## config.mk

```make
export PLATFORM = sky130hd
export DESIGN_NAME = log_pattern_to_glob
export DESIGN_NICKNAME = d
export VERILOG_FILES = /design/src/lptg_pkg.sv /design/src/log_pattern_to_glob.sv
export VERILOG_INCLUDE_DIRS = /design/src /design/src/src
export SDC_FILE = /design/constraint.sdc
export NUM_CORES = 1
export LEC_CHECK = 0
export BUFFER_PORTS_ARGS = -buffer_cell sky130_fd_sc_hd__buf_2
export CORE_MARGIN = 2
export CORE_UTILIZATION = 56
export CTS_BUF_LIST = sky130_fd_sc_hd__clkbuf_4
export DETAILED_ROUTE_END_ITERATION = 6
export PLACE_DENSITY = 0.91
export SETUP_SLACK_MARGIN = 0.15
export SYNTH_ARGS = -nofsm -noshare
export SYNTH_HDL_FRONTEND = slang
export SYNTH_SLANG_ARGS = --single-unit
```

## constraint.sdc

```tcl
create_clock -name clk -period 3.06 [get_ports clk]
set_input_delay 0.459 -clock clk [delete_from_list [all_inputs] [get_ports clk]]
set_output_delay 0.459 -clock clk [all_outputs]
set_load 0.1 [all_outputs]
```

## src/log_pattern_to_glob_macros.svh

```systemverilog
// Assertion macros for the log pattern to glob converter.
// Included by the RTL files that carry concurrent checks; needs clk and rst_n in scope.
`ifndef LOG_PATTERN_TO_GLOB_MACROS_SVH
`define LOG_PATTERN_TO_GLOB_MACROS_SVH
`ifndef SYNTHESIS
// check that is switched off while reset is asserted
`define LPTG_ASSERT(label, prop, msg) \
    label: assert property (@(posedge clk) disable iff (!rst_n) prop) else $error(msg);
// check that also holds while reset is asserted
`define LPTG_ASSERT_ALWAYS(label, prop, msg) \
    label: assert property (@(posedge clk) prop) else $error(msg);
`else
`define LPTG_ASSERT(label, prop, msg)
`define LPTG_ASSERT_ALWAYS(label, prop, msg)
`endif
`endif

```

## src/lptg_pkg.sv

```systemverilog
// Types and character codes for the log pattern to glob converter.
// No dependencies.
`default_nettype none

package lptg_pkg;

    localparam logic [7:0] CH_PCT  = 8'h25;  // '%'
    localparam logic [7:0] CH_STAR = 8'h2A;  // '*'
    localparam logic [7:0] CH_T    = 8'h54;
    localparam logic [7:0] CH_Y    = 8'h59;
    localparam logic [7:0] CH_M    = 8'h4D;
    localparam logic [7:0] CH_D    = 8'h44;
    localparam logic [7:0] CH_LH   = 8'h68;  // 'h'
    localparam logic [7:0] CH_LM   = 8'h6D;  // 'm'
    localparam logic [7:0] CH_LS   = 8'h73;  // 's'
    localparam logic [7:0] CH_LP   = 8'h70;  // 'p'

    localparam logic FUNC_CHAR = 1'b0;
    localparam logic FUNC_END  = 1'b1;

    typedef enum logic [3:0] {
        ST_NORMAL = 4'b0001,
        ST_START  = 4'b0010,
        ST_POST   = 4'b0100,
        ST_DROP   = 4'b1000
    } state_t;

    typedef struct packed {
        logic [7:0] out_char;
        logic       char_valid;
        logic       last_of_run;
        logic       pattern_end;
    } result_t;

endpackage

`default_nettype wire

```

## src/log_pattern_to_glob.sv

```systemverilog
// Log file name pattern to glob converter, top level.
// Depends on lptg_pkg and log_pattern_to_glob_macros.svh.
//
// Usage:
//   Input channel (in_valid/in_stall) carries one request per pattern
//   character (func = 0, char_in) or an end-of-pattern request (func = 1).
//   Output channel (out_valid/out_stall) carries zero, one or two results
//   per request; last_of_run marks the final result of each request and
//   pattern_end the final result of an end-of-pattern request.
//   A result is registered and appears in the cycle after its request is accepted.
//   One request per cycle while each yields at most one result and out_stall
//   is low; a request yielding two results blocks the next until one is gone.
//   The rate is set by the two-entry result buffer, which takes a new
//   request only once its contents will be gone by the end of the cycle.
//   Reset puts the parser in its plain-character state and empties the
//   buffer. While the receiver stalls, the head result holds and in_stall
//   rises as soon as the buffer cannot drain.
`default_nettype none

`include "log_pattern_to_glob_macros.svh"

module log_pattern_to_glob (
    input  wire logic       clk,
    input  wire logic       rst_n,
    input  wire logic       in_valid,
    output logic            in_stall,
    input  wire logic       func,
    input  wire logic [7:0] char_in,
    output logic            out_valid,
    input  wire logic       out_stall,
    output logic [7:0]      out_char,
    output logic            char_valid,
    output logic            last_of_run,
    output logic            pattern_end
);

    lptg_pkg::state_t  state_reg, state_next;
    lptg_pkg::state_t  dec_state;
    lptg_pkg::result_t slot0_reg, slot0_next;
    lptg_pkg::result_t slot1_reg, slot1_next;
    lptg_pkg::result_t dec_r0, dec_r1;
    logic [1:0]        count_reg, count_next;
    logic [1:0]        dec_n;
    logic              is_escape;
    logic              pop;
    logic              push;

    assign out_valid   = (count_reg != 2'd0);
    assign pop         = out_valid && !out_stall;
    assign in_stall    = !((count_reg == 2'd0) || ((count_reg == 2'd1) && pop));
    assign push        = in_valid && !in_stall;

    assign out_char    = slot0_reg.out_char;
    assign char_valid  = slot0_reg.char_valid;
    assign last_of_run = slot0_reg.last_of_run;
    assign pattern_end = slot0_reg.pattern_end;

    assign is_escape = char_in inside {lptg_pkg::CH_T, lptg_pkg::CH_Y, lptg_pkg::CH_M,
                                       lptg_pkg::CH_D, lptg_pkg::CH_LH, lptg_pkg::CH_LM,
                                       lptg_pkg::CH_LS, lptg_pkg::CH_LP};

    // Decode one request against the current parser state.
    always_comb
    begin
        dec_n     = 2'd0;
        dec_r0    = '0;
        dec_r1    = '0;
        dec_state = state_reg;
        if (func == lptg_pkg::FUNC_END)
        begin
            dec_state = lptg_pkg::ST_NORMAL;
            case (state_reg)
                lptg_pkg::ST_START, lptg_pkg::ST_DROP:
                begin
                    dec_n  = 2'd2;
                    dec_r0 = '{out_char: lptg_pkg::CH_PCT, char_valid: 1'b1,
                               last_of_run: 1'b0, pattern_end: 1'b0};
                    dec_r1 = '{out_char: lptg_pkg::CH_STAR, char_valid: 1'b1,
                               last_of_run: 1'b0, pattern_end: 1'b1};
                end
                lptg_pkg::ST_POST:
                begin
                    // bare end marker
                    dec_n  = 2'd1;
                    dec_r0 = '{out_char: 8'h00, char_valid: 1'b0,
                               last_of_run: 1'b0, pattern_end: 1'b1};
                end
                default:
                begin
                    dec_n  = 2'd1;
                    dec_r0 = '{out_char: lptg_pkg::CH_STAR, char_valid: 1'b1,
                               last_of_run: 1'b0, pattern_end: 1'b1};
                end
            endcase
        end
        else
        begin
            case (state_reg)
                lptg_pkg::ST_POST:
                begin
                    if (char_in == lptg_pkg::CH_PCT)
                    begin
                        dec_state = lptg_pkg::ST_DROP;
                    end
                    else if (char_in != lptg_pkg::CH_STAR)
                    begin
                        dec_n     = 2'd1;
                        dec_r0    = '{out_char: char_in, char_valid: 1'b1,
                                      last_of_run: 1'b0, pattern_end: 1'b0};
                        dec_state = lptg_pkg::ST_NORMAL;
                    end
                end
                lptg_pkg::ST_START, lptg_pkg::ST_DROP:
                begin
                    if (is_escape)
                    begin
                        // drop the wildcard when one was just emitted
                        if (state_reg == lptg_pkg::ST_START)
                        begin
                            dec_n  = 2'd1;
                            dec_r0 = '{out_char: lptg_pkg::CH_STAR, char_valid: 1'b1,
                                       last_of_run: 1'b0, pattern_end: 1'b0};
                        end
                        dec_state = lptg_pkg::ST_POST;
                    end
                    else if (char_in == lptg_pkg::CH_PCT)
                    begin
                        dec_n     = 2'd1;
                        dec_r0    = '{out_char: lptg_pkg::CH_PCT, char_valid: 1'b1,
                                      last_of_run: 1'b0, pattern_end: 1'b0};
                        dec_state = lptg_pkg::ST_NORMAL;
                    end
                    else
                    begin
                        dec_n     = 2'd2;
                        dec_r0    = '{out_char: lptg_pkg::CH_PCT, char_valid: 1'b1,
                                      last_of_run: 1'b0, pattern_end: 1'b0};
                        dec_r1    = '{out_char: char_in, char_valid: 1'b1,
                                      last_of_run: 1'b0, pattern_end: 1'b0};
                        dec_state = (char_in == lptg_pkg::CH_STAR) ? lptg_pkg::ST_POST
                                                                   : lptg_pkg::ST_NORMAL;
                    end
                end
                default:
                begin
                    if (char_in == lptg_pkg::CH_PCT)
                    begin
                        dec_state = lptg_pkg::ST_START;
                    end
                    else
                    begin
                        dec_n     = 2'd1;
                        dec_r0    = '{out_char: char_in, char_valid: 1'b1,
                                      last_of_run: 1'b0, pattern_end: 1'b0};
                        dec_state = (char_in == lptg_pkg::CH_STAR) ? lptg_pkg::ST_POST
                                                                   : lptg_pkg::ST_NORMAL;
                    end
                end
            endcase
        end
        // mark the final result of this request
        if (dec_n == 2'd1)
        begin
            dec_r0.last_of_run = 1'b1;
        end
        if (dec_n == 2'd2)
        begin
            dec_r1.last_of_run = 1'b1;
        end
    end

    // Result buffer: a push only lands when the buffer drains this cycle.
    always_comb
    begin
        state_next = state_reg;
        slot0_next = slot0_reg;
        slot1_next = slot1_reg;
        count_next = count_reg;
        if (push)
        begin
            state_next = dec_state;
            slot0_next = dec_r0;
            slot1_next = dec_r1;
            count_next = dec_n;
        end
        else if (pop)
        begin
            slot0_next = slot1_reg;
            count_next = count_reg - 2'd1;
        end
    end

    always_ff @(posedge clk or negedge rst_n)
    begin
        if (!rst_n)
        begin
            state_reg <= lptg_pkg::ST_NORMAL;
            count_reg <= 2'd0;
        end
        else
        begin
            state_reg <= state_next;
            count_reg <= count_next;
        end
    end

    always_ff @(posedge clk)
    begin
        slot0_reg <= slot0_next;
        slot1_reg <= slot1_next;
    end

    `LPTG_ASSERT(a_end_to_normal,
        (push && (func == lptg_pkg::FUNC_END)) |=> (state_reg == lptg_pkg::ST_NORMAL),
        "end of pattern did not return parser to normal")
    `LPTG_ASSERT(a_pair_order,
        (count_reg == 2'd2) |-> (!slot0_reg.last_of_run && slot1_reg.last_of_run),
        "two-result run marks last_of_run wrongly")
    `LPTG_ASSERT(a_end_is_last, (out_valid && pattern_end) |-> last_of_run,
        "pattern_end result not last of its run")
    `LPTG_ASSERT(a_bare_marker,
        (out_valid && !char_valid) |-> (pattern_end && (out_char == 8'h00)),
        "bare marker outside end of pattern")
    `LPTG_ASSERT_ALWAYS(a_count_range, !rst_n || (count_reg != 2'd3),
        "result buffer count out of range")

endmodule

`default_nettype wire
```

**Word level (Yosys, flattened, before mapping)**

Index checks and enable logic that the tools add are counted.

- Input bits: 13
- Output and inout port bits: 13
- Flip-flop bits (word level): 28
- Word-level logic and storage cells: 75

- Multiplexer cells: 34
- $add $sub $neg: 1
- Equal/unequal tests: 18
- Reduce and logical (&&, ||, !) cells: 12

Operators with widths:

| cell | number |
|---|---|
| $mux W11 | 10 |
| $eq A8 B7 Y1 const B | 8 |
| $pmux W11 S2 | 1 |
| $mux W9 | 2 |
| $pmux W9 S2 | 1 |
| $eq A8 B6 Y1 const B | 2 |
| $mux W2 | 6 |
| $mux W3 | 4 |
| $mux W4 | 3 |
| $ne A8 B6 Y1 const B | 1 |
| $pmux W4 S2 | 1 |
| $reduce_bool A8 Y1 | 1 |
| $mux W1 | 5 |
| $eq A2 B1 Y1 const B | 2 |
| $eq A4 B2 Y1 const B | 1 |
| $eq A4 B3 Y1 const B | 1 |
| $eq A4 B4 Y1 const B | 1 |
| $ne A4 B4 Y1 const B | 1 |
| $pmux W2 S2 | 1 |
| $reduce_bool A2 Y1 | 2 |
| $logic_and A1 B1 Y1 | 3 |
| $eq A2 B2 Y1 const B | 1 |
| $logic_not A1 Y1 | 2 |
| $logic_not A2 Y1 | 1 |
| other kinds (4) | 4 |

**Longest topological paths before layout**

Gate-level depths: netlist (run 1).

- Depth after elaboration: 8
- Mapped depth: 9
- Depth with buffers taken out: 8

**Worst setup path after synthesis (run 1)**

OpenSTA, ideal clock, no wires.

- Path kind: reg2out
- From: register count_reg[0]
- To: output in_stall
- Slack: 0.643 ns
- Buffers on the path: 0
- Cell stages (with the launch flop): 4
- Data required time: 2.601 ns
- Arrival time: 1.958 ns
- Cell sequence: dfrtp_1 -> ha_1 -> nor2b_1 -> nor2_1

- Word-level cells in the longest chain between the ends: 5
- Elaborated cells on any way between the ends: 7
- Classes of those cells: eq/ne (1); reduce/logical (6)

RTL lines:

| element | line | RTL |
|---|---|---|
| from (decl) | log_pattern_to_glob.sv:42 | `logic [1:0] count_reg, count_next;` |
| from (signal assigned) | log_pattern_to_glob.sv:203 | `count_reg <= count_next;` |
| $reduce_bool A2 Y1 | log_pattern_to_glob.sv:48 | `assign out_valid = (count_reg != 2'd0);` |
| $logic_and A1 B1 Y1 | log_pattern_to_glob.sv:49 | `assign pop = out_valid && !out_stall;` |
| $logic_and A1 B1 Y1 | log_pattern_to_glob.sv:50 | `assign in_stall = !((count_reg == 2'd0) \|\| ((count_reg == 2'd1) && pop));` |
| $logic_or A1 B1 Y1 (*) | log_pattern_to_glob.sv:50 |  |
| $logic_not A1 Y1 (*) | log_pattern_to_glob.sv:50 |  |
| to (decl) | log_pattern_to_glob.sv:26 | `output logic in_stall,` |

Every way passes the cells marked *; elsewhere a longest branch is shown, timed or not.

==> out/summary.txt, run 1 <==
Reg2reg start: state_reg[3]$_DFFE_PN0P_
Syn_nets: 181
Root Buffer: clkbuf_4
First-pass GRT wire length: 5950 microns
Max reg flops: 11
Leakage: 0.000739 uW
Core Region: 2780 sq um
Top_reg_cell synth: edfxtp_1
Setup WS post-layout: 938 ps
RSZ-0062 raised after global routing: no
Status: finished clean
Fin util: 0.666
Synthesis warning total: 0
CTS sink count: 28
Antenna violations before repair: 0
Cell area after synthesis: 1650 sq um
Sequential-to-total area share from yosys stat: 0.492
Routability-driven placement congestion ratio: 0.920
Port bufs: 25
Critical Path End: out_char[5]$_DFFE_PP_
Number of distinct library cells after synthesis: 41
Clk_lat worst skew: 330 ps
CTS tree: yes
CP startpoint: char_in[4]
Worst slew pin tran: 910 ps
Final period util: 0.693
EDFF count, synth: 22
Syn Inst Count: 166
R2r endpoint: last_of_run$_DFFE_PP_
Vias in the first global route: 1286
Worst Path Arrival: 2220 ps
Area delta synth->final: 12.4%
Fin. Hold Viols: 0
Antenna cells: 0
# DRC: 0
Grt total ovfl: 0
Die area: 3390 sq um
Clock Pin Slew Worst Setup and Hold Paths: 150 ps
Cell Area, Placed: 1790 sq um
Setup TNS: 0 ps
CP Capture Type: flop
H-tree Lvls: 1
Post-cts resize count: 0
Synth Register Bits: 28
Finished Cell Area: 1850 sq um
Ports: 26
Setup Crit Path Kind: in -> reg
Async S/R FF share, synth: 0.214
Min Tclk post-route: 2120 ps
FMAX: 471 MHz
Power per cell area: 967 nW/um^2
Nets: 207
Initial Util: 0.593
Clk buf depth: 2
Slew Limit Fails: 0
R2r setup slk: 980 ps
Antenna viol nets, final: 0
Gr usage total: 0.233
Initial DRC Count: 81
Hold WC Path Type: in -> async
Dpl hpwl: 2600 microns
Share of post-route cells with drive strength above 1: 0.225
Crit path largest cell delay: 500 ps
Startpoint type of the worst setup path: input pin
Worst Skew: 1.76 ps
Worst reg2reg path depth: 6
Wire per inst: 16.2 microns
Syn avg cell area: 9.93 sq um
Vias: 1417
Finish-stage setup viols: 0
Row cnt: 19
Detailed-route vias per instance: 6.38
TritonCTS Buffers: 3
Routed WL: 3610 microns
Iteration count of the initial detailed-routing pass: 4
Critical path's slowest cell: a311o_1
Place WS: 578 ps
Worst relative slew slack: 0.385
Max FO, Critical Path: 9
Max VDD drop: 0.875 mV
CP Cell Sequence: buf_2, xnor2_1, or4_4, a311o_1, a2111oi_0, o21ai_1
Largest net degree at the start of global routing: 21
CP Data Required Time: 3160 ps
Max-Cap Viols: 0
Die width: 58.3 microns
Die H: 58.3 microns
-- critical path, delay by kind of cell --
kind                   cells  cell delay (ps)
AND/OR/NAND/NOR            1              420
XOR/XNOR                   1              140
AO/OA/AOI/OAI              3             1050
buffers and inverters      1              150
-- cells in the mapped netlist, drive strengths merged, types with 3 or more instances --
library cell / n / share of area
a211oi: 6 / 0.027
a21oi: 8 / 0.024
and2: 3 / 0.011
and3: 4 / 0.015
and4bb: 4 / 0.030
buf: 3 / 0.020
clkbuf: 7 / 0.016
dfrtp: 5 / 0.076
edfxtp: 22 / 0.40
inv: 9 / 0.020
nand2: 20 / 0.046
nand3: 6 / 0.018
nor2: 12 / 0.027
nor2b: 3 / 0.011
nor3: 6 / 0.018
nor4b: 5 / 0.030
o21ai: 13 / 0.039
xnor2: 3 / 0.016
-- cell families (layout without fill, tap and decap cells) --
group                    Yosys count  in the layout  share of synthesized area
AO/OA/AOI/OAI                     44             44                      0.175
XOR/XNOR                           4              4                     0.0212
adder cells (fa/ha/maj)            2              2                     0.0152
buffers and inverters             19             44                     0.0569
flip-flops                        28             28                      0.492
multiplexers                       2              2                     0.0129
AND/OR/NAND/NOR                   67             67                      0.226
-- metrics by stage --
step / instances / total power [uW] / hold WS [ps]
after floorplan: 166 / 1400 / 163
after CTS: 222 / 1790 / 465
after global routing: 222 / 1860 / 445
after global placement: 217 / 1530 / 282
final: 222 / 1790 / 447
after detailed placement: 217 / 1560 / 294
-- worst min-delay path by stage --
stage	start	to	slack, ps	depth (start not counted)
detailed placement	rst_n	state_reg[2]$_DFFE_PN0P_	290	1
CTS	rst_n	state_reg[2]$_DFFE_PN0P_	460	2
finish	rst_n	state_reg[1]$_DFFE_PN0P_	450	2
global route	rst_n	state_reg[3]$_DFFE_PN0P_	450	2
global placement	rst_n	state_reg[3]$_DFFE_PN0P_	280	1
floorplan	rst_n	count_reg[0]$_DFFE_PN0P_	160	0
-- layer usage --
layer / share of wire / global-route usage
met5: 0 / 0
met4: 0.031 / 0.103
met3: 0.073 / 0.0246
met2: 0.50 / 0.379
met1: 0.40 / 0.317
-- final cells by class --
cell class	count	area, sq um
Tap cell	31	38.8
Inverter	9	33.8
Clock inverter	1	30.0
Clock buffer	3	22.5
Multi-Input combinational cell	119	743
Sequential cell	28	812
Fill cell	205	928
Timing Repair Buffer	31	173
-- layout by cell type, fill, tap and decap left out, types with 3 or more instances in the layout --
master    instances
clkbuf_4          3
inv_1             9
edfxtp_1         22
nor3_1            6
dfrtp_1           5
o21ai_0           9
xnor2_1           3
buf_4             5
nor2b_1           3
a211oi_1          6
buf_2            25
nor4b_1           4
a21oi_1           8
nand3_1           6
nand2_1          20
nor2_1           12
and2_1            3
o21ai_1           4
and3_1            4
and4bb_2          4
-- what timing repair did --
item | 4_1_cts | 5_1_grt
setup buffers | 0 | 0
endpoints found under the hold margin | 5 | 0
hold buffers | 1 | 0
-- report_power, final --
group | switching (uW) | total (uW) | internal (uW)
Clock | 113 | 246 | 133
Sequential | 26.8 | 585 | 558
Combinational | 804 | 962 | 157
Total | 944 | 1790 | 848
Power figures use the tool's default switching activity.
==> inputs of run 2 (changes only) <==
==> constraint.sdc (replaced) <==
create_clock -name clk -period 2.1 [get_ports clk]
set_input_delay 0.315 -clock clk [delete_from_list [all_inputs] [get_ports clk]]
set_output_delay 0.315 -clock clk [all_outputs]
set_load 0.1 [all_outputs]
==> run 2 against run 1 <==
Die area did not move; clock skew grew 5.0 ps; combinational power increased by 52%; sequential cell count is the same; cell count up 6.8%; total power grew 50%; clock-buffer cell count is the same; sequential power grew 46%; setup slack got worse by 750 ps; cell area increased by 12%.
==> out/summary.txt, run 2 (synthesis gave the netlist of run 1 again) <==
Worst reg2reg path depth: 6 (unchanged)
TritonCTS Buffers: 3 (unchanged)
RSZ-0062 raised after global routing: yes
Ports: 26 (unchanged)
Critical path's slowest cell: dfrtp_1
FMAX: 523 MHz
Die area: 3390 sq um (unchanged)
# DRC: 0 (unchanged)
Clock Pin Slew Worst Setup and Hold Paths: 160 ps (about the same)
Wire per inst: 17.5 microns (+7.9%)
Setup TNS: 0 ps (unchanged)
Min Tclk post-route: 1910 ps
Dpl hpwl: 2840 microns (+9.3%)
CTS tree: yes
Max FO, Critical Path: 13 (+4)
Worst relative slew slack: 0.674 (+0.289)
Core Region: 2780 sq um (unchanged)
Max VDD drop: 1.33 mV (+52%)
Iteration count of the initial detailed-routing pass: 6 (+2)
Power per cell area: 1300 nW/um^2 (+34%)
R2r setup slk: 190 ps (-790 ps)
Routability-driven placement congestion ratio: 0.906 (-1.5%)
Vias: 1534 (+8.3%)
CP Cell Sequence: xnor2_2, nor3_4, buf_6, a211oi_1, a211oi_1, o21ai_0
Finished Cell Area: 2070 sq um (+12%)
Antenna viol nets, final: 0 (unchanged)
CP Capture Type: flop
Reg2reg start: state_reg[1]$_DFFE_PN0P_
Fillers: 163 (-20%)
Status: finished clean
Antenna cells: 0 (unchanged)
Slew Limit Fails: 0 (unchanged)
Antenna violations before repair: 0 (unchanged)
R2r endpoint: out_char[3]$_DFFE_PP_
Worst Path Arrival: 2000 ps (-220 ps)
CP Data Required Time: 2190 ps (-970 ps)
Root Buffer: clkbuf_4
Initial Util: 0.593 (unchanged)
Clk buf depth: 2 (unchanged)
Commonest non-fill, non-tap cells in the layout: buf_2 (23), edfxtp_1 (22), nand2_1 (20)
Total Power: 2680 uW (+50%)
Max-Cap Viols: 0 (unchanged)
Leakage: 0.000821 uW (+11%)
Port bufs: 25 (unchanged)
Largest net degree at the start of global routing: 21 (unchanged)
Cell Area, Placed: 1940 sq um (+8.4%)
Crit path largest cell delay: 490 ps (about the same)
Clk_lat worst skew: 340 ps (about the same)
Most common cell after layout, fill and taps aside: buf_2
Row cnt: 19 (unchanged)
Die H: 58.3 microns (unchanged)
Die width: 58.3 microns (unchanged)
Final period util: 0.911
Initial DRC Count: 120 (+48%)
Vias in the first global route: 1368 (+6.4%)
Worst Skew: 6.76 ps (+5.01 ps)
Worst slew pin tran: 493 ps (-417 ps)
Fin. Hold Viols: 0 (unchanged)
CTS sink count: 28 (unchanged)
Routed WL: 4150 microns (+15%)
Most numerous cell on the critical path: a211oi_1
First-pass GRT wire length: 6210 microns (+4.3%)
Startpoint type of the worst setup path: flop
Detailed-route vias per instance: 6.47 (+1.4%)
Grt total ovfl: 0 (unchanged)
Finish-stage setup viols: 0 (unchanged)
Nets: 222 (+7.2%)
Hold WC Path Type: in -> async
Setup Crit Path Kind: reg -> reg
Max reg flops: 11 (unchanged)
Area delta synth->final: 25.5%
Share of post-route cells with drive strength above 1: 0.350 (+0.124)
Gr usage total: 0.243 (+0.00959)
H-tree Lvls: 1 (unchanged)
run 2: worst max-delay path by stage:
stage	startpoint	end	slack, ps	depth (start not counted)
after CTS	count_reg[0]$_DFFE_PN0P_	in_stall	150	4
final	state_reg[1]$_DFFE_PN0P_	out_char[3]$_DFFE_PP_	190	6
after global placement	char_in[4]	out_char[5]$_DFFE_PP_	-20	6
after floorplan	char_in[4]	out_char[5]$_DFFE_PP_	60	7
after detailed placement	char_in[4]	last_of_run$_DFFE_PP_	-90	6
after global routing	count_reg[1]$_DFFE_PN0P_	out_char[3]$_DFFE_PP_	90	8
run 2: worst max-delay path, delay by kind of cell (launching register included):
kind	cells	cell delay, ps
AND/OR/NAND/NOR	1	200
AO/OA/AOI/OAI	3	550
buffers and inverters	1	210
flip-flops	1	490
XOR/XNOR	1	210
run 2: where the power goes:
part,leakage [uW],switching [uW],internal [uW]
registers,0.000286,43.6,814
logic,0.000507,1190,267
clock network,0.0000279,173,193
run 2: routing by layer:
metal,wire [microns],global-route usage,vias to the layer above
met2,2010,0.408,114
li1,-,-,700
met1,1620,0.304,695
met3,332,0.0379,25
met4,191,0.120,0
met5,0,0,-
run 2: layout make-up:
type                    count  area (sq um)  share of cell area
multi-input cells         119           836               0.404
flip-flops and latches     28           815               0.394
repair buffers             46           294               0.142
well taps                  31          38.8              0.0187
inverters                   9          33.8              0.0163
clock inverters             1          30.0              0.0145
clock buffers               3          22.5              0.0109
run 2: through the flow:
step,util,hold slack [ps],instances,setup slack [ps]
after CTS,0.720,328,237,155
after global routing,0.744,346,237,94.3
final,0.744,347,237,187
after global placement,0.698,141,232,-21.1
after floorplan,-,19.4,166,64.1
after detailed placement,0.698,148,232,-91.5
run 2: timing repair:
item                       in CTS  in global routing
hold buffers                    1                  0
gates resized for setup         1                 14
setup endpoints to repair       2                  8
hold endpoints to repair        6                  0
setup buffers                   0                  0
==> inputs of run 3 (changes only) <==
--- a/config.mk
+++ b/config.mk
@@ -7,6 +7,7 @@
 export NUM_CORES = 1
 export LEC_CHECK = 0
 export BUFFER_PORTS_ARGS = -buffer_cell sky130_fd_sc_hd__buf_2
+export CORE_ASPECT_RATIO = 1.4
 export CORE_MARGIN = 2
 export CORE_UTILIZATION = 56
 export CTS_BUF_LIST = sky130_fd_sc_hd__clkbuf_4
==> constraint.sdc (replaced) <==
create_clock -name clk -period 2.45 [get_ports clk]
set_input_delay 0.3675 -clock clk [delete_from_list [all_inputs] [get_ports clk]]
set_output_delay 0.3675 -clock clk [all_outputs]
set_load 0.1 [all_outputs]
==> run 3 against run 2 <==
Cell area fell by 8.3%; sequential power shrank 14%; wire length decreased by 10%; via count fell by 4.6%; sequential share of layout area grew 3.4 points; first-iteration DRC count decreased by 17%; non-clock buffer count shrank 11; total power down 16%; highest routed layer unchanged.
==> out/summary.txt, run 3 (synthesis gave the netlist of run 1 again) <==
Status: finished clean
Worst slew pin tran: 499 ps (+6.46 ps)
Antenna violations before repair: 0 (unchanged)
Setup Crit Path Kind: in -> reg
RSZ-0062 raised after global routing: no
Wire per inst: 16.1 microns (-8.3%)
Most common cell after layout, fill and taps aside: buf_2
Pint: 1070 uW (-16%)
Routability-driven placement congestion ratio: 0.900 (-0.59%)
Die H: 68.2 microns (+17%)
Max VDD drop: 0.673 mV (-50%)
Sw frac: 0.526 (+0.00125)
Commonest non-fill, non-tap cells in the layout: buf_2 (25), edfxtp_1 (22), nand2_1 (20)
Hold WC Path Type: in -> async
Startpoint type of the worst setup path: input pin
Clk buf depth: 2 (unchanged)
Worst relative slew slack: 0.659 (-0.0152)
Area delta synth->final: 15.1%
Antenna cells: 0 (unchanged)
Hold slack: 354 ps (+7.65 ps)
Clk_lat worst skew: 330 ps (about the same)
H-tree Lvls: 1 (unchanged)
Layout Cells excl Fill: 232 (-2.1%)
# DRC: 0 (unchanged)
CP Data Required Time: 2540 ps (+350 ps)
Worst Path Arrival: 2220 ps (+220 ps)
Leakage: 0.000760 uW (-7.5%)
Worst Skew: 2.37 ps (-4.39 ps)
Row cnt: 23 (+4)
Largest net degree at the start of global routing: 21 (unchanged)
Vias: 1464 (-4.6%)
Clock Pin Slew Worst Setup and Hold Paths: 150 ps (about the same)
Min Tclk post-route: 2130 ps
Vias in the first global route: 1358 (-0.73%)
Max reg flops: 11 (unchanged)
Finish-stage setup viols: 0 (unchanged)
Iteration count of the initial detailed-routing pass: 4 (-2)
Combinational power share: 0.539 (-0.005)
Max-Cap Viols: 0 (unchanged)
Initial Util: 0.579 (-0.0141)
Sequential share of power: 0.326 (+0.006)
CP Capture Type: flop
Clk network pwr share: 0.135 (-0.002)
Fillers: 228 (+40%)
Die area: 3400 sq um (+0.19%)
Share of post-route cells with drive strength above 1: 0.251 (-0.0982)
Port bufs: 25 (unchanged)
Final period util: 0.869
Fin util: 0.666 (-0.0778)
Detailed-route vias per instance: 6.31 (-2.5%)
Nets: 211 (-5.0%)
Sw Pwr: 1180 uW (-16%)
Grt total ovfl: 0 (unchanged)
Root Buffer: clkbuf_4
Die width: 49.9 microns (-14%)
Core Region: 2850 sq um (+2.4%)
CTS tree: yes
CTS sink count: 28 (unchanged)
Slew Limit Fails: 0 (unchanged)
Setup WS post-layout: 321 ps (+134 ps)
FMAX: 470 MHz
Ports: 26 (unchanged)
Gr usage total: 0.234 (-0.00918)
Setup TNS: 0 ps (unchanged)
Initial DRC Count: 100 (-17%)
Place WS: 49.6 ps (+141 ps)
First-pass GRT wire length: 6040 microns (-2.8%)
Max FO, Critical Path: 7 (-6)
Power per cell area: 1180 nW/um^2 (-8.6%)
Dpl cells: 227 (-2.2%)
Dpl hpwl: 2740 microns (-3.6%)
R2r setup slk: 390 ps (+200 ps)
Fin. Hold Viols: 0 (unchanged)
Antenna viol nets, final: 0 (unchanged)
Routed WL: 3730 microns (-10%)
TritonCTS Buffers: 3 (unchanged)
-- run 3: changes by cell type in the layout (fill, tap and decap cells not counted), moves of 2 or more --
cell       delta
buf_2         +2
dfrtp_2       -2
nor4b_1       +2
buf_4        -10
clkbuf_4      -2
dfrtp_1       +2
a2111oi_0     +2
-- run 3: metal layers --
layer / part of all wire / track usage / vias to the layer above
met5: 0 / 0 / -
met4: 0.041 / 0.115 / 0
met3: 0.067 / 0.0328 / 20
met2: 0.52 / 0.427 / 91
met1: 0.37 / 0.269 / 674
li1: - / - / 679
-- run 3: power by group through the flow --
| stage | Clock, uW | Sequential (uW) | Combinational (uW) |
|---|---|---|---|
| final | 303 | 733 | 1210 |
| after global routing | 319 | 747 | 1270 |
| after global placement | 0 | 739 | 1170 |
| after detailed placement | 0 | 746 | 1210 |
| after CTS | 300 | 734 | 1210 |
| after floorplan | 0 | 1320 | 429 |
-- run 3: worst paths after layout --
kind | from | to | cells past startpoint
setup / recovery | char_in[4] | char_valid$_DFFE_PP_ | 6
hold / removal | rst_n | state_reg[1]$_DFFE_PN0P_ | 2
setup reg to reg | state_reg[3]$_DFFE_PN0P_ | char_valid$_DFFE_PP_ | 6
max in group asynchronous | rst_n | state_reg[0]$_DFFE_PN1P_ | 2
hold reg to reg | slot1_reg[0]$_SDFFCE_PN0P_ | pattern_end$_DFFE_PP_ | 2
min in group clk | char_in[6] | slot1_reg[9]$_SDFFCE_PP0P_ | 2
-- run 3: critical path, cell delays in order --
cell	delay (ps)
buf_2	150
xnor2_1	140
or4_4	420
a311o_1	470
a2111oi_0	550
o21ai_1	120
-- run 3: final cells by class --
class | count | area [sq um] | share of cell area
inverter | 9 | 33.8 | 0.0178
clock inverter | 1 | 30.0 | 0.0158
timing repair buffer | 35 | 203 | 0.107
multi-input combinational | 119 | 751 | 0.396
clock buffer | 3 | 22.5 | 0.0119
sequential | 28 | 812 | 0.428
tap | 37 | 46.3 | 0.0244
-- run 3: metrics by stage --
stage          instance area (sq um)  total power [uW]
2_1_floorplan                   1650              1750
3_3_place_gp                    1830              1910
3_5_place_dp                    1830              1950
4_1_cts                         1890              2250
5_1_grt                         1900              2330
6_report                        1900              2250
-- run 3: timing repair --
item,CTS,global route
hold buffers,1,0
buffers inserted,0,0
setup endpoints to repair,0,1
gates resized for setup,0,1
hold endpoints to repair,5,0
